<file path="config.mk">
export PLATFORM = sky130hd
export DESIGN_NAME = travel_start_stop_detector_top
export DESIGN_NICKNAME = d
export VERILOG_FILES = /design/src/tssd_pkg.sv /design/src/tssd_step.sv /design/src/travel_start_stop_detector_top.sv
export SDC_FILE = /design/constraint.sdc
export NUM_CORES = 1
export LEC_CHECK = 0
export BUFFER_PORTS_ARGS = -buffer_cell sky130_fd_sc_hd__buf_4
export CAP_MARGIN = 20
export CORE_ASPECT_RATIO = 0.7
export CORE_UTILIZATION = 55
export DETAILED_ROUTE_END_ITERATION = 8
export PLACE_DENSITY_LB_ADDON = 0.1
export REMOVE_ABC_BUFFERS = 1
export SYNTH_ARGS = -nofsm -noshare
export SYNTH_HDL_FRONTEND = slang
export SYNTH_SLANG_ARGS = --single-unit
</file>
<file path="constraint.sdc">
create_clock -name clk -period 5 [get_ports clk]
set_input_delay 0.25 -clock clk [delete_from_list [all_inputs] [get_ports clk]]
set_output_delay 0.25 -clock clk [all_outputs]
set_load 0.02 [all_outputs]
</file>
<file path="src/tssd_pkg.sv">
// Shared types and constants for the travel start/stop detector.
// No dependencies; imported by the detector modules, the checkers and the testbench.
package tssd_pkg;

	localparam int MODE_BITS = 3;
	typedef logic [MODE_BITS-1:0] mode_t;

	localparam mode_t MODE_IDLE    = 3'd0;
	localparam mode_t MODE_CONFIRM = 3'd1;
	localparam mode_t MODE_STARTED = 3'd2;
	localparam mode_t MODE_MOVING  = 3'd3;
	localparam mode_t MODE_LOST    = 3'd4;
	localparam mode_t MODE_STOPPED = 3'd5;

	localparam int SUM_BITS  = 32;
	localparam int DIST_BITS = 16;
	localparam int CFG_BITS  = 16;
	localparam int OUT_TIME_BITS = 32;

	typedef logic [SUM_BITS-1:0]  sum_t;
	typedef logic [DIST_BITS-1:0] dist_t;
	typedef logic [CFG_BITS-1:0]  cfg_t;

	// confirmation window (seconds), still limit and resume sum
	localparam cfg_t  CONFIRM_WINDOW = 16'd1;
	localparam dist_t STILL_LIMIT    = 16'd5;
	localparam sum_t  RESUME_SUM     = 32'd25;

	// register index as decoded from paddr[2]
	typedef logic reg_idx_t;
	localparam reg_idx_t REG_STOP_TIMEOUT   = 1'b0;
	localparam reg_idx_t REG_DIST_THRESHOLD = 1'b1;

	localparam cfg_t STOP_TIMEOUT_RST   = 16'd5;
	localparam cfg_t DIST_THRESHOLD_RST = 16'd100;

endpackage

</file>
<file path="src/tssd_step.sv">
// Next-state logic of the travel state machine for one sample.
// Depends on tssd_pkg.
module tssd_step #(
	parameter int TIME_BITS = 32
) (
	input  tssd_pkg::mode_t        mode,
	input  logic [TIME_BITS-1:0]   window_start,
	input  tssd_pkg::sum_t         distance_sum,
	input  logic [TIME_BITS-1:0]   began_at,
	input  logic [TIME_BITS-1:0]   ended_at,
	input  logic [TIME_BITS-1:0]   now,
	input  tssd_pkg::dist_t        distance,
	input  tssd_pkg::cfg_t         stop_timeout,
	input  tssd_pkg::cfg_t         distance_threshold,
	output tssd_pkg::mode_t        mode_nxt,
	output logic [TIME_BITS-1:0]   window_start_nxt,
	output tssd_pkg::sum_t         distance_sum_nxt,
	output logic [TIME_BITS-1:0]   began_at_nxt,
	output logic [TIME_BITS-1:0]   ended_at_nxt
);
	import tssd_pkg::*;

	logic [TIME_BITS-1:0] elapsed;
	logic [SUM_BITS:0]    sum_wide;
	sum_t                 sum_sat;

	assign elapsed  = now - window_start;
	assign sum_wide = {1'b0, distance_sum} + (SUM_BITS+1)'(distance);
	assign sum_sat  = sum_wide[SUM_BITS] ? {SUM_BITS{1'b1}} : sum_wide[SUM_BITS-1:0];

	always_comb begin
		mode_nxt         = mode;
		window_start_nxt = window_start;
		distance_sum_nxt = distance_sum;
		began_at_nxt     = began_at;
		ended_at_nxt     = ended_at;
		case (mode)
			MODE_CONFIRM: begin
				if (elapsed > TIME_BITS'(CONFIRM_WINDOW)) begin
					mode_nxt = (distance_sum > SUM_BITS'(distance_threshold)) ?
						MODE_STARTED : MODE_IDLE;
					distance_sum_nxt = '0;
					window_start_nxt = now;
				end else begin
					distance_sum_nxt = sum_sat;
				end
			end
			MODE_STARTED: begin
				mode_nxt     = MODE_MOVING;
				began_at_nxt = now;
				ended_at_nxt = now;
			end
			MODE_MOVING: begin
				if (distance < STILL_LIMIT) begin
					window_start_nxt = now;
					mode_nxt         = MODE_LOST;
				end
				ended_at_nxt = now;
			end
			MODE_LOST: begin
				if (elapsed > TIME_BITS'(stop_timeout)) begin
					mode_nxt = (distance_sum > RESUME_SUM) ? MODE_MOVING : MODE_STOPPED;
					distance_sum_nxt = '0;
					window_start_nxt = now;
				end else begin
					distance_sum_nxt = sum_sat;
					ended_at_nxt     = now;
				end
			end
			MODE_STOPPED: begin
				mode_nxt = MODE_IDLE;
			end
			default: begin
				// idle, and the unused codes behave as idle
				if (distance > distance_threshold) begin
					window_start_nxt = now;
					mode_nxt         = MODE_CONFIRM;
				end else begin
					mode_nxt     = MODE_IDLE;
					began_at_nxt = '0;
					ended_at_nxt = '0;
				end
			end
		endcase
	end

endmodule

</file>
<file path="src/travel_start_stop_detector_top.sv">
// Top level of the travel start/stop detector: handshakes, APB registers, state.
// Depends on tssd_pkg and tssd_step.
//
// Takes one sample (timestamp, distance) per item and returns one result per
// item: the travel state after the update and the start and stop timestamps.
// A new sample is accepted every cycle unless the result register is stalled;
// each sample waits in the input register and its result in the result register,
// set by the single next-state step between them. The input register holds one
// sample while the result register is stalled. stop_timeout lies at byte address 0
// and distance_threshold at 4; write them only while no item is in flight.
module travel_start_stop_detector_top #(
	parameter int TIME_BITS = 32
) (
	input  logic                  clk,
	input  logic                  arst_n,
	input  logic                  sample_valid,
	output logic                  sample_ready,
	input  logic [31:0]           now_time,
	input  tssd_pkg::dist_t       distance,
	output logic                  result_valid,
	input  logic                  result_ready,
	output tssd_pkg::mode_t       travel_state,
	output logic [31:0]           start_time,
	output logic [31:0]           stop_time,
	input  logic                  psel,
	input  logic                  penable,
	input  logic                  pwrite,
	input  logic [2:0]            paddr,
	input  logic [31:0]           pwdata,
	output logic [31:0]           prdata,
	output logic                  pready
);
	import tssd_pkg::*;

	cfg_t stop_timeout_q;
	cfg_t distance_threshold_q;
	reg_idx_t reg_idx;

	logic                 valid_s1;
	logic [TIME_BITS-1:0] now_s1;
	dist_t                distance_s1;
	logic                 advance;

	mode_t                mode_q;
	logic [TIME_BITS-1:0] window_start_q;
	sum_t                 distance_sum_q;
	logic [TIME_BITS-1:0] began_at_q;
	logic [TIME_BITS-1:0] ended_at_q;

	mode_t                mode_nxt;
	logic [TIME_BITS-1:0] window_start_nxt;
	sum_t                 distance_sum_nxt;
	logic [TIME_BITS-1:0] began_at_nxt;
	logic [TIME_BITS-1:0] ended_at_nxt;

	logic                 result_valid_q;
	mode_t                travel_state_q;
	logic [31:0]          start_time_q;
	logic [31:0]          stop_time_q;

	// configuration port
	assign pready  = 1'b1;
	assign reg_idx = paddr[2];

	always_comb begin
		case (reg_idx)
			REG_STOP_TIMEOUT:   prdata = 32'(stop_timeout_q);
			REG_DIST_THRESHOLD: prdata = 32'(distance_threshold_q);
			default:            prdata = '0;
		endcase
	end

	always_ff @(posedge clk or negedge arst_n) begin
		if (!arst_n) begin
			stop_timeout_q       <= STOP_TIMEOUT_RST;
			distance_threshold_q <= DIST_THRESHOLD_RST;
		end else if (psel && penable && pwrite && pready) begin
			case (reg_idx)
				REG_STOP_TIMEOUT:   stop_timeout_q       <= pwdata[CFG_BITS-1:0];
				REG_DIST_THRESHOLD: distance_threshold_q <= pwdata[CFG_BITS-1:0];
				default: ;
			endcase
		end
	end

	// input register
	assign advance      = valid_s1 && (!result_valid_q || result_ready);
	assign sample_ready = !valid_s1 || advance;

	always_ff @(posedge clk or negedge arst_n) begin
		if (!arst_n) begin
			valid_s1 <= 1'b0;
		end else if (sample_ready) begin
			valid_s1 <= sample_valid;
		end
	end

	always_ff @(posedge clk) begin
		if (sample_valid && sample_ready) begin
			now_s1      <= TIME_BITS'(now_time);
			distance_s1 <= distance;
		end
	end

	tssd_step #(
		.TIME_BITS(TIME_BITS)
	) u_step (
		.mode               (mode_q),
		.window_start       (window_start_q),
		.distance_sum       (distance_sum_q),
		.began_at           (began_at_q),
		.ended_at           (ended_at_q),
		.now                (now_s1),
		.distance           (distance_s1),
		.stop_timeout       (stop_timeout_q),
		.distance_threshold (distance_threshold_q),
		.mode_nxt           (mode_nxt),
		.window_start_nxt   (window_start_nxt),
		.distance_sum_nxt   (distance_sum_nxt),
		.began_at_nxt       (began_at_nxt),
		.ended_at_nxt       (ended_at_nxt)
	);

	// machine state moves on when the item leaves the input register
	always_ff @(posedge clk or negedge arst_n) begin
		if (!arst_n) begin
			mode_q         <= MODE_IDLE;
			window_start_q <= '0;
			distance_sum_q <= '0;
			began_at_q     <= '0;
			ended_at_q     <= '0;
		end else if (advance) begin
			mode_q         <= mode_nxt;
			window_start_q <= window_start_nxt;
			distance_sum_q <= distance_sum_nxt;
			began_at_q     <= began_at_nxt;
			ended_at_q     <= ended_at_nxt;
		end
	end

	// result register
	always_ff @(posedge clk or negedge arst_n) begin
		if (!arst_n) begin
			result_valid_q <= 1'b0;
		end else if (advance) begin
			result_valid_q <= 1'b1;
		end else if (result_ready) begin
			result_valid_q <= 1'b0;
		end
	end

	always_ff @(posedge clk) begin
		if (advance) begin
			travel_state_q <= mode_nxt;
			start_time_q   <= OUT_TIME_BITS'(began_at_nxt);
			stop_time_q    <= OUT_TIME_BITS'(ended_at_nxt);
		end
	end

	assign result_valid = result_valid_q;
	assign travel_state = travel_state_q;
	assign start_time   = start_time_q;
	assign stop_time    = stop_time_q;

endmodule

</file>
==> metrics.yaml, run 1 <==
logic_synthesis:
  synthDistinctLibCells: 76
  synthCells: 1371
  yosys_register_bits: 280
  synth_area_um2: 15230
  synth-main-ff-cell: "dfrtp_1"
  async_reset_ff_share_pct: 58.93
  synth_edf_count: 115
  syn-mean-instance-area_um2: 11.11
  synth_warnings: 0
  synth-seq-area-share_pct: 49.84
clocking:
  cts_tree: "done"
  clockBufferDepth: 3
  numCtsBuffers: 27
  clkTransAtPathRegs_ns: 0.06
  clk_latency_ns: 0.55
  cts-root-buf: "clkbuf_16"
  htreeDepth: 1
  clock-sinks: 280
power_and_ir_drop:
  pwr-share-clk_pct: 19.8
  switchingPower_mw: 3.663
  finalPower_mw: 9.755
  comb_power_share_pct: 45.0
  power.internal_mw: 6.092
  pwr_density_cell_nw_per_um2: 524.5
  swShare_pct: 37.55
  seqPwrFrac_pct: 35.2
  cellLeakagePower_nw: 8.236
  vdd_drop_max_uv: 320.0
sta:
  fin_crit_ns: 4.887
  setup_tns_ns: 0
  clock.fmax_mhz: 204.6
  drv_slew: 0
  finClkSkew_ns: 0.01464
  period_share_pct: 97.74
  tightest_slew_ns: 1.118
  hold_violations: 0
  finalSetupViolCount: 0
  slew_headroom_pct: 25.49
run_status:
  outcome: "completed"
critical_path:
  path_buf_inv: 5
  crit_path_end_kind: "register"
  crit_chain: "inv_1 -> ha_1 -> nor2b_1 -> o31a_1 -> o21a_1 -> o21a_1 -> or3_4 -> and2_4 -> ha_4 -> nand3_1 -> o31a_1 -> nor4_2 -> o21bai_1 -> buf_4 -> buf_4 -> nand2_1 -> o21ai_1 -> and2b_1 -> nor3_4 -> buf_12 -> clkbuf_16 -> mux2_2"
  crit_start: "window_start_q[1]"
  required_ns: 5.43
  slowest_delay_ns: 0.39
  startpoint_type: "register"
  reg2reg_to: "window_start_q[0]"
  r2r_cells: 22
  worstSetupPathDepth: 22
  critPathTopFamily: "simple AND/OR/NAND/NOR gates"
  rrSetupSlack_ns: 0.11
  crit_slowest_cell: "dfrtp_1"
  crit_type: "register to register"
  r2r_start: "window_start_q[1]"
  cp_max_fo: 8
  cp_data_arrival_time_ns: 5.31
  critPathCapture: "window_start_q[0]"
placement:
  place_area_um2: 16870
  portBuffers: 156
  post-dp-hpwl_mm: 26.78
  gp_congestion: 0.9404
floorplan:
  ios: 192
  dieWidth_um: 200.9
  start_util_pct: 56.47
  core_um2: 26960
  dieArea_um2: 28370
  die_height_um: 141.2
  rows: 50
route:
  wl_per_cell_um: 19.37
  viasPerCell: 6.005
  vias: 11960
  drtPass1Iterations: 5
  drt_iter0_markers: 904
  drc_errors: 0
  drtAntennaViolNets: 0
  wirelength_mm: 38.59
cells_and_area:
  final_cell_mix: "185 x buf_4, 160 x dfrtp_1, 115 x edfxtp_1, 97 x a22o_1, 89 x ha_1"
  syn2layout_area_growth_pct: 22.15
  antenna_cells: 0
  fin_area_um2: 18600
  finish.utilization_pct: 68.98
  finalNetCount: 1794
  drive_above_1_share_pct: 21.19
  layout_commonest_cell: "buf_4"
  fillers: 2016
global_routing:
  grt_pass1_vias: 11200
  grt_start_max_net_pins: 89
  grt_antenna_before_repair: 0
  grt_pass1_wl_mm: 60.33
  grt_use_total_pct: 26.63
  grt-ovfl-total: 0
min_path:
  hp-class: "input pin to register"
job:
  cap_viol_max_count: 0
through the flow:
step | hold WS [ns] | setup slack, ns | cells
floorplan | -0.04559 | -0.5586 | 1316
global placement | 0.3384 | 0.2565 | 1864
detailed placement | 0.3412 | 0.1967 | 1865
CTS | 0.0009662 | 0.1733 | 1980
global route | 0.01886 | -0.05170 | 1992
finish | 0.01350 | 0.1132 | 1992
final cells by class:
class                           instances  area [um^2]  area share (%)
Clock buffer                           36        719.4           3.868
Clock inverter                         13        95.09          0.5112
Inverter                               88        332.8           1.789
Multi-Input combinational cell        948         7138           38.38
Sequential cell                       280         7589           40.80
Tap cell                              364        455.4           2.449
Timing Repair Buffer                  263         2271           12.21
cell families after synthesis:
logic type	share of synthesized area, %
simple gates	10.58
mux	7.732
buf+inv	4.552
fa+ha+maj	7.987
compound gates	18.23
xor+xnor	1.035
other cells	0.04932
flops	49.84
power groups by stage:
stage,clock network [mW],registers (mW),logic (mW)
2_1_floorplan,0,3.56,2.69
5_1_grt,2.05,3.50,4.82
3_5_place_dp,0,3.46,4.14
4_1_cts,1.97,3.42,4.21
6_report,1.93,3.43,4.39
3_3_place_gp,0,3.44,4.04
metal layers:
metal / routed length (um) / up-vias / global-route usage (%)
met4: 563 / 0 / 4.620
met5: 0 / - / 0
met2: 16760 / 375 / 40.32
li1: - / 5616 / -
met1: 18670 / 5933 / 40.29
met3: 2586 / 37 / 4.901
how the worst min path moves through the flow:
stage,from,to,slack [ns],cells past startpoint
3_5_place_dp,arst_n,began_at_q[26],0.34,1
4_1_cts,result_ready,result_valid,0.001,3
2_1_floorplan,arst_n,began_at_q[0],-0.05,0
3_3_place_gp,arst_n,began_at_q[26],0.34,1
5_1_grt,result_ready,result_valid,0.02,3
6_report,result_ready,result_valid,0.01,3
state kept, by name, summed over array words and instances, names as in the netlist:
signal and count:
ended_at_q 32, result_valid 1, mode_q 3, start_time 32, window_start_q 32, distance_s1 16
valid_s1 1, distance_sum_q 32, travel_state 3, stop_timeout_q 16, now_s1 32, began_at_q 32
stop_time 32, distance_threshold_q 16
synthesized netlist by cell type (all sizes together) (10+ instances only):
cell type | n | area [um^2]
nor4 | 16 | 100.1
nand4 | 21 | 131.4
nand2 | 87 | 326.6
clkbuf | 37 | 140.1
buf | 33 | 222.7
nor3 | 23 | 120.1
and4 | 10 | 87.58
o2bb2ai | 11 | 96.34
or3 | 14 | 87.58
xnor2 | 12 | 105.1
a21oi | 74 | 374.1
edfxtp | 115 | 3453
mux2 | 101 | 1137
inv | 88 | 330.3
nand3 | 16 | 80.08
and2 | 10 | 62.56
a22o | 97 | 849.6
and3 | 14 | 87.58
nor2 | 63 | 236.5
nand2b | 12 | 75.07
o21ai | 94 | 474.2
ha | 94 | 1176
dfrtp | 160 | 4004
o21a | 15 | 112.6
a21o | 21 | 157.7
worst reg2reg max path, cell delays in order (launching register included):
cell and delay, ns:
dfrtp_1 0.39, inv_1 0.11, ha_1 0.23, nor2b_1 0.16
o31a_1 0.34, o21a_1 0.21, o21a_1 0.19, or3_4 0.34
and2_4 0.17, ha_4 0.26, nand3_1 0.08, o31a_1 0.32
nor4_2 0.32, o21bai_1 0.15, buf_4 0.17, buf_4 0.14
nand2_1 0.06, o21ai_1 0.07, and2b_1 0.19, nor3_4 0.20
buf_12 0.16, clkbuf_16 0.18, mux2_2 0.34
what timing repair did:
item / CTS / global route
hold buffers: 66 / 0
endpoints found under the hold margin: 158 / 0
setup buffers: 0 / 7
setup endpoints to repair: 0 / 93
resized for setup: 0 / 16
Note: power is estimated with default switching activity, not from simulation.
==> run 2: changes to the inputs <==
--- a/config.mk
+++ b/config.mk
@@ -8,10 +8,12 @@
 export BUFFER_PORTS_ARGS = -buffer_cell sky130_fd_sc_hd__buf_4
 export CAP_MARGIN = 20
 export CORE_ASPECT_RATIO = 0.7
+export CORE_MARGIN = 5
 export CORE_UTILIZATION = 55
 export DETAILED_ROUTE_END_ITERATION = 8
 export PLACE_DENSITY_LB_ADDON = 0.1
 export REMOVE_ABC_BUFFERS = 1
 export SYNTH_ARGS = -nofsm -noshare
 export SYNTH_HDL_FRONTEND = slang
+export SYNTH_HIERARCHICAL = 1
 export SYNTH_SLANG_ARGS = --single-unit
==> metrics.yaml, run 2 <==
run_status:
  outcome: "completed"  # unchanged
route:
  wirelength_mm: 41.14  # was 38.59 mm
  viasPerCell: 5.831  # was 6.005
  drt_iter0_markers: 849  # was 904
  drc_errors: 0  # unchanged
  drtPass1Iterations: 5  # unchanged
  drtAntennaViolNets: 0  # unchanged
  vias: 11800  # was 11,960
  wl_per_cell_um: 20.32  # was 19.37 um
logic_synthesis:
  synthDistinctLibCells: 74  # was 76
  synthCells: 1390  # was 1,371
  synth_xor_area_share_pct: 2.043  # was 1.035%
  synth_area_um2: 16290  # was 15,230 um^2
  synth_compound_area_share_pct: 13.37  # was 18.23%
  synth-main-ff-cell: "dfrtp_1"  # unchanged
  async_reset_ff_share_pct: 58.93  # unchanged
  synth-seq-area-share_pct: 46.59  # was 49.84%
  synth_top_cells_by_count: "160 x dfrtp_1, 115 x edfxtp_1, 100 x mux2_2, 95 x ha_1, 92 x nand2_1"  # was 160 x dfrtp_1, 115 x edfxtp_1, 97 x a22o_1, 94 x ha_1
  synthMuxAreaShare_pct: 16.66  # was 7.732%
  synth_warnings: 6  # was 0
  syn-mean-instance-area_um2: 11.72  # was 11.11 um^2
  synth-simple-area-share_pct: 8.541  # was 10.58%
  netlist_top_cells_area: "dfrtp_1 25%, edfxtp_1 21%, ha_1 7.3%"  # was dfrtp_1 26%, edfxtp_1 23%, ha_1 7.7%
  yosysTopAreaCell: "dfrtp_1"  # unchanged
  yosys_register_bits: 280  # unchanged
  synth_edf_count: 115  # unchanged
  synthAdderAreaFrac_pct: 7.543  # was 7.987%
  synth.most_common_cell: "dfrtp_1"  # unchanged
  synthDominantCellAreaShare_pct: 24.58  # was 26.29%
  synth_top_family_by_area: "multiplexers"  # was compound AO/OA/AOI/OAI gates
floorplan:
  core_um2: 29080  # was 26,960 um^2
  start_util_pct: 56.01  # was 56.47%
  dieArea_um2: 33210  # was 28,370 um^2
  dieWidth_um: 215.7  # was 200.9 um
  ios: 192  # unchanged
  rows: 52  # was 50
  die_height_um: 154.0  # was 141.2 um
min_path:
  hp-class: "input pin to register"  # unchanged
job:
  cap_viol_max_count: 0  # unchanged
critical_path:
  slowest_delay_ns: 0.68  # was 0.39 ns
  crit_path_end_kind: "register"  # unchanged
  cp_data_arrival_time_ns: 5.28  # was 5.31 ns
  path_buf_inv: 2  # was 5
  crit_chain: "ha_1 -> o21a_1 -> o31a_1 -> o211ai_1 -> a2111oi_0 -> nor2_1 -> o2111a_1 -> a2111oi_1 -> buf_4 -> nand3b_1 -> o21ai_2 -> and3_4 -> clkbuf_16 -> mux2_1 -> mux2_4"  # was inv_1 -> ha_1 -> nor2b_1 -> o31a_1 -> o21a_1 -> o21a_1 -> or3_4 -> and2_4 -> ha_4 -> nand3_1 -> o31a_1 -> nor4_2 -> o21bai_1 -> buf_4 -> buf_4 -> nand2_1 -> o21ai_1 -> and2b_1 -> nor3_4 -> buf_12 -> clkbuf_16 -> mux2_2
  crit_type: "register to register"  # unchanged
  cp_max_fo: 9  # was 8
  crit_slowest_cell: "a2111oi_0"  # was dfrtp_1
  startpoint_type: "register"  # unchanged
  required_ns: 5.42  # was 5.43 ns
  critPathTopFamily: "compound AO/OA/AOI/OAI gates"  # was simple AND/OR/NAND/NOR gates
cells_and_area:
  antenna_cells: 0  # unchanged
  finalNetCount: 1813  # was 1,794
  syn2layout_area_growth_pct: 20.38  # was 22.15%
  fillers: 2181  # was 2,016
  multi_input_area_um2: 8024  # was 7138 um^2
  final_cell_mix: "190 x buf_4, 160 x dfrtp_1, 115 x edfxtp_1, 100 x mux2_2, 94 x ha_1"  # was 185 x buf_4, 160 x dfrtp_1, 115 x edfxtp_1, 97 x a22o_1, 89 x ha_1
  layout_commonest_cell: "buf_4"  # unchanged
  ff_latch_area_um2: 7589  # unchanged
  drive_above_1_share_pct: 27.64  # was 21.19%
sta:
  finalWorstSetupSlack_ns: 0.1395  # was 0.1132 ns
  finalSetupViolCount: 0  # unchanged
  fin_crit_ns: 4.861  # was 4.887 ns
  period_share_pct: 97.21  # was 97.74%
  hold_violations: 0  # unchanged
  setup_tns_ns: 0  # unchanged
  drv_slew: 0  # unchanged
  finClkSkew_ns: 0.02256  # was 0.01464 ns
  slew_headroom_pct: 24.55  # was 25.49%
  clock.fmax_mhz: 205.7  # was 204.6 MHz
  tightest_slew_ns: 1.128  # was 1.118 ns
global_routing:
  grt_pass1_wl_mm: 64.46  # was 60.33 mm
  grt_start_max_net_pins: 91  # was 89
  grt_use_total_pct: 23.78  # was 26.63%
  grt_pass1_vias: 11520  # was 11,200
  grt_antenna_before_repair: 0  # unchanged
  grt-ovfl-total: 0  # unchanged
clocking:
  clkTransAtPathRegs_ns: 0.06  # about the same
  clockBufferDepth: 3  # unchanged
  clk_latency_ns: 0.55  # about the same
  cts-root-buf: "clkbuf_16"  # unchanged
  clock-sinks: 280  # unchanged
  htreeDepth: 1  # unchanged
  cts_tree: "done"  # unchanged
  numCtsBuffers: 27  # unchanged
power_and_ir_drop:
  cellLeakagePower_nw: 9.029  # was 8.236 nW
  finalPower_mw: 8.957  # was 9.755 mW
  pwr_density_cell_nw_per_um2: 456.8  # was 524.5 nW/um^2
  vdd_drop_max_uv: 274.7  # was 320.0 uV
placement:
  post-dp-hpwl_mm: 28.31  # was 26.78 mm
  portBuffers: 156  # unchanged
  place_ws_ns: -0.003691  # was 0.1967 ns
  gp_congestion: 0.9392  # was 0.9404
-- run 2: changes by cell type after synthesis, sizes merged, moves of 7 or more --
cell and change:
a21o +9, a21oi -9, a22o -26, and3 -7
buf +20, clkbuf -14, mux2 +111, nor2 -13
o21ai -12, o2bb2ai -10, or3 -12, xnor2 +14
-- run 2: cell type report --
type,instances,area share [%]
multi-input combinational,963,40.92
sequential,280,38.70
timing repair buffer,268,11.78
clock buffer,36,3.822
tap,378,2.412
inverter,86,1.646
clock inverter,13,0.7210
-- run 2: worst reg2reg max path, cell delays in order (launching register included) --
cell and delay (ns):
edfxtp_1 0.49, ha_1 0.41, o21a_1 0.15, o31a_1 0.25
o211ai_1 0.22, a2111oi_0 0.69, nor2_1 0.21, o2111a_1 0.30
a2111oi_1 0.47, buf_4 0.22, nand3b_1 0.10, o21ai_2 0.18
and3_4 0.29, clkbuf_16 0.18, mux2_1 0.33, mux2_4 0.26
-- run 2: power breakdown --
| group | internal (mW) | switching [mW] |
|---|---|---|
| Sequential | 2.70 | 0.233 |
| Combinational | 1.76 | 2.19 |
| Clock | 1.20 | 0.872 |
| Total | 5.67 | 3.29 |
-- run 2: path summary, 6_finish.rpt --
path / startpoint / endpoint / slack [ns] / cells past startpoint
max: now_s1[3] / window_start_q[19] / 0.14 / 15
min: pwrite / stop_timeout_q[13] / 0.35 / 3
max reg2reg: now_s1[3] / window_start_q[19] / 0.14 / 15
min reg2reg: ended_at_q[4] / ended_at_q[4] / 0.51 / 1
max in group asynchronous: arst_n / window_start_q[14] / 3.50 / 3
min in group asynchronous: arst_n / distance_sum_q[11] / 0.38 / 2
-- run 2: cell families after synthesis --
| family | after synthesis |
|---|---|
| and+or+nand+nor | 276 |
| other | 2 |
| buffers and inverters | 162 |
| xor gates and xnor gates | 38 |
| DFF | 280 |
| muxes | 215 |
| AOI/OAI and AO/OA | 320 |
| adders and majority gates | 97 |
-- run 2: routing by layer --
| metal | global-route usage (%) | share of wire [%] |
|---|---|---|
| met5 | 0 | 0 |
| met4 | 3.686 | 1.5 |
| met3 | 4.481 | 6.9 |
| met2 | 33.90 | 41 |
| met1 | 38.29 | 50 |
-- run 2: repair_timing --
item                                    4_1_cts  5_1_grt
buffers inserted                              0        4
hold buffers                                 67        0
pin swaps                                     0       10
gates cloned                                  0        2
resized for setup                             2       24
endpoints found under the hold margin       165        0
endpoints found under the setup margin       62      131
-- run 2: stage by stage --
stage	area [um^2]	cells	utilization, %	hold WS (ns)
finish	19610	2024	67.42	0.3544
global route	19610	2024	67.42	0.3441
CTS	19440	2018	66.84	0.3293
detailed placement	17870	1902	61.44	0.4092
global placement	17870	1902	61.44	0.4017
floorplan	15820	1329	-	-0.04559
==> run 3: changes to the inputs <==
--- a/config.mk
+++ b/config.mk
@@ -9,7 +9,7 @@
 export CAP_MARGIN = 20
 export CORE_ASPECT_RATIO = 0.7
 export CORE_MARGIN = 5
-export CORE_UTILIZATION = 55
+export CORE_UTILIZATION = 54
 export DETAILED_ROUTE_END_ITERATION = 8
 export PLACE_DENSITY_LB_ADDON = 0.1
 export REMOVE_ABC_BUFFERS = 1
==> constraint.sdc (replaced) <==
create_clock -name clk -period 4.25 [get_ports clk]
set_input_delay 0.2125 -clock clk [delete_from_list [all_inputs] [get_ports clk]]
set_output_delay 0.2125 -clock clk [all_outputs]
set_load 0.02 [all_outputs]
==> metrics.yaml, run 3 (synthesis gave the netlist of run 2 again) <==
cells_and_area:
  layout_commonest_cell: "buf_4"  # unchanged
  antenna_cells: 0  # unchanged
  fillers: 2161  # was 2,181
  fin_area_um2: 21340  # was 19,610 um^2
  syn2layout_area_growth_pct: 31.02  # was 20.38%
  final_cell_mix: "288 x buf_4, 160 x dfrtp_1, 115 x edfxtp_1, 109 x mux2_4, 91 x nand2_1"  # was 190 x buf_4, 160 x dfrtp_1, 115 x edfxtp_1, 100 x mux2_2, 94 x ha_1
  drive_above_1_share_pct: 36.76  # was 27.64%
  fin_cells: 2180  # was 2,024
  finalNetCount: 1933  # was 1,813
sta:
  drv_slew: 0  # unchanged
  grt_setup_unrepaired: "yes"
  slew_headroom_pct: 17.61  # was 24.55%
  hold_violations: 0  # unchanged
  tightest_slew_ns: 1.236  # was 1.128 ns
  fin_crit_ns: 4.619  # was 4.861 ns
  finClkSkew_ns: 0.01252  # was 0.02256 ns
  hold_slack_ns: 0.3097  # was 0.3544 ns
  clock.fmax_mhz: 216.5  # was 205.7 MHz
  finalWorstSetupSlack_ns: -0.3686  # was 0.1395 ns
  period_share_pct: 108.7  # was 97.21%
  finalSetupViolCount: 130  # was 0
route:
  wirelength_mm: 44.49  # was 41.14 mm
  viasPerCell: 5.738  # was 5.831
  drt_iter0_markers: 1034  # was 849
  drc_errors: 0  # unchanged
  wl_per_cell_um: 20.41  # was 20.32 um
  drtPass1Iterations: 5  # unchanged
  drtAntennaViolNets: 0  # unchanged
  vias: 12510  # was 11,800
clocking:
  cts_tree: "done"  # unchanged
  cts-root-buf: "clkbuf_16"  # unchanged
  clock-sinks: 280  # unchanged
  clk_latency_ns: 0.55  # about the same
  htreeDepth: 1  # unchanged
  numCtsBuffers: 28  # was 27
  clockBufferDepth: 3  # unchanged
  clkTransAtPathRegs_ns: 0.07  # was 0.06 ns
critical_path:
  critPathTopFamily: "compound AO/OA/AOI/OAI gates"  # unchanged
  slowest_delay_ns: 0.47  # was 0.68 ns
  startpoint_type: "register"  # unchanged
  crit_path_end_kind: "register"  # unchanged
  r2r_cells: 23  # was 15
  cp_data_arrival_time_ns: 5.05  # was 5.28 ns
  r2r_start: "now_s1[1]"  # was now_s1[3]
  cp_max_fo: 8  # was 9
  crit_chain: "ha_1 -> nor2b_4 -> o31a_1 -> o211ai_1 -> buf_4 -> a21oi_4 -> nor2_4 -> xnor2_4 -> ha_4 -> nand3_4 -> nor3_4 -> o21ai_2 -> nor3b_2 -> o21ai_0 -> a31oi_1 -> nand2b_4 -> a211oi_4 -> buf_6 -> buf_12 -> buf_8 -> a21o_1 -> a22o_1 -> mux2_4"  # was ha_1 -> o21a_1 -> o31a_1 -> o211ai_1 -> a2111oi_0 -> nor2_1 -> o2111a_1 -> a2111oi_1 -> buf_4 -> nand3b_1 -> o21ai_2 -> and3_4 -> clkbuf_16 -> mux2_1 -> mux2_4
  reg2reg_to: "distance_sum_q[19]"  # was window_start_q[19]
  crit_type: "register to register"  # unchanged
  worstSetupPathDepth: 23  # was 15
  path_buf_inv: 4  # was 2
  rrSetupSlack_ns: -0.37  # was 0.14 ns
  crit_start: "now_s1[1]"  # was now_s1[3]
  crit_slowest_cell: "edfxtp_1"  # was a2111oi_0
  required_ns: 4.69  # was 5.42 ns
min_path:
  hp-class: "input pin to register"  # unchanged
  whs_path_depth: 3  # unchanged
  hold_path_end: "stop_timeout_q[13]"  # unchanged
  hold_start: "pwrite"  # unchanged
global_routing:
  grt_use_total_pct: 25.24  # was 23.78%
  grt_pass1_vias: 12450  # was 11,520
  grt-ovfl-total: 0  # unchanged
  grt_pass1_wl_mm: 68.69  # was 64.46 mm
  grt_start_max_net_pins: 96  # was 91
  grt_antenna_before_repair: 0  # unchanged
placement:
  dp_cells: 2019  # was 1,902
  gp_congestion: 0.9184  # was 0.9392
  portBuffers: 156  # unchanged
  post-dp-hpwl_mm: 29.65  # was 28.31 mm
  place_area_um2: 18590  # was 17,870 um^2
floorplan:
  ios: 192  # unchanged
  core_um2: 29910  # was 29,080 um^2
  die_height_um: 155.3  # was 154.0 um
  start_util_pct: 54.47  # was 56.01%
  dieArea_um2: 33790  # was 33,210 um^2
  rows: 53  # was 52
  dieWidth_um: 217.6  # was 215.7 um
power_and_ir_drop:
  vdd_drop_max_uv: 316.9  # was 274.7 uV
  cellLeakagePower_nw: 9.857  # was 9.029 nW
  pwr_density_cell_nw_per_um2: 558.5  # was 456.8 nW/um^2
run_status:
  outcome: "finished with violations"  # was completed
  violations: "setup timing"
job:
  cap_viol_max_count: 0  # unchanged
==> run 3: changes by cell type in the layout (fill, tap and decap cells not counted), sizes merged <==
cell         before  now
clkinvlp          1    0
buf             199  317
bufinv            3    5
dlygate4sd3      67   68
clkbuf           38   41
clkinv            8    7
==> run 3: worst max-delay path by stage <==
stage	to	slack (ns)
3_5_place_dp	distance_sum_q[23]	-0.77
2_1_floorplan	began_at_q[0]	-2.78
5_1_grt	ended_at_q[11]	-0.54
6_report	distance_sum_q[19]	-0.37
4_1_cts	ended_at_q[28]	-0.36
3_3_place_gp	ended_at_q[4]	-0.64
==> run 3: worst register-to-register path: stages (launching register included) <==
cell and delay [ns]:
edfxtp_1 0.47, ha_1 0.32, nor2b_4 0.13, o31a_1 0.28, o211ai_1 0.30, buf_4 0.21
a21oi_4 0.07, nor2_4 0.17, xnor2_4 0.11, ha_4 0.29, nand3_4 0.09, nor3_4 0.20
o21ai_2 0.11, nor3b_2 0.16, o21ai_0 0.10, a31oi_1 0.28, nand2b_4 0.19, a211oi_4 0.07
buf_6 0.15, buf_12 0.14, buf_8 0.13, a21o_1 0.15, a22o_1 0.17, mux2_4 0.25
==> run 3: cell type report <==
type                    count  area, um^2  area share (%)
flip-flops and latches    280        7589           35.56
clock inverters            13       191.4          0.8970
repair buffers            387        3376           15.82
well taps                 412       515.5           2.415
clock buffers              39       803.3           3.764
multi-input cells         963        8544           40.04
inverters                  86       322.8           1.513
==> run 3: per-layer routing <==
layer | wire, um | track usage, % | up-vias
li1 | - | - | 5846
met1 | 22290 | 40.99 | 6153
met2 | 18390 | 35.59 | 457
met3 | 3118 | 4.688 | 52
met4 | 689 | 4.150 | 0
met5 | 0 | 0 | -
==> run 3: through the flow <==
step / setup slack (ns) / power, mW / setup TNS (ns) / utilization, %
2_1_floorplan: -2.782 / 6.438 / -584.61 / -
3_3_place_gp: -0.6441 / 8.246 / -71.22 / 62.17
3_5_place_dp: -0.7683 / 8.324 / -88.19 / 62.17
4_1_cts: -0.3567 / 11.44 / -34.18 / 70.10
5_1_grt: -0.5447 / 12.57 / -59.86 / 71.36
6_report: -0.3686 / 11.92 / -37.02 / 71.36
==> run 3: report_power, final <==
group / switching (mW) / internal [mW] / leakage [nW]
combinational: 2.98 / 2.83 / 6.08
clock: 1.05 / 1.62 / 0.491
sequential: 0.259 / 3.17 / 3.29
total: 4.29 / 7.63 / 9.86
==> run 3: what timing repair did <==
action / in CTS / in global routing
endpoints found under the setup margin: 134 / 134
gates cloned: 3 / 2
resized for setup: 102 / 51
setup buffers: 26 / 11
hold buffers: 68 / 0
hold endpoints to repair: 173 / 0
pin swaps: 34 / 31
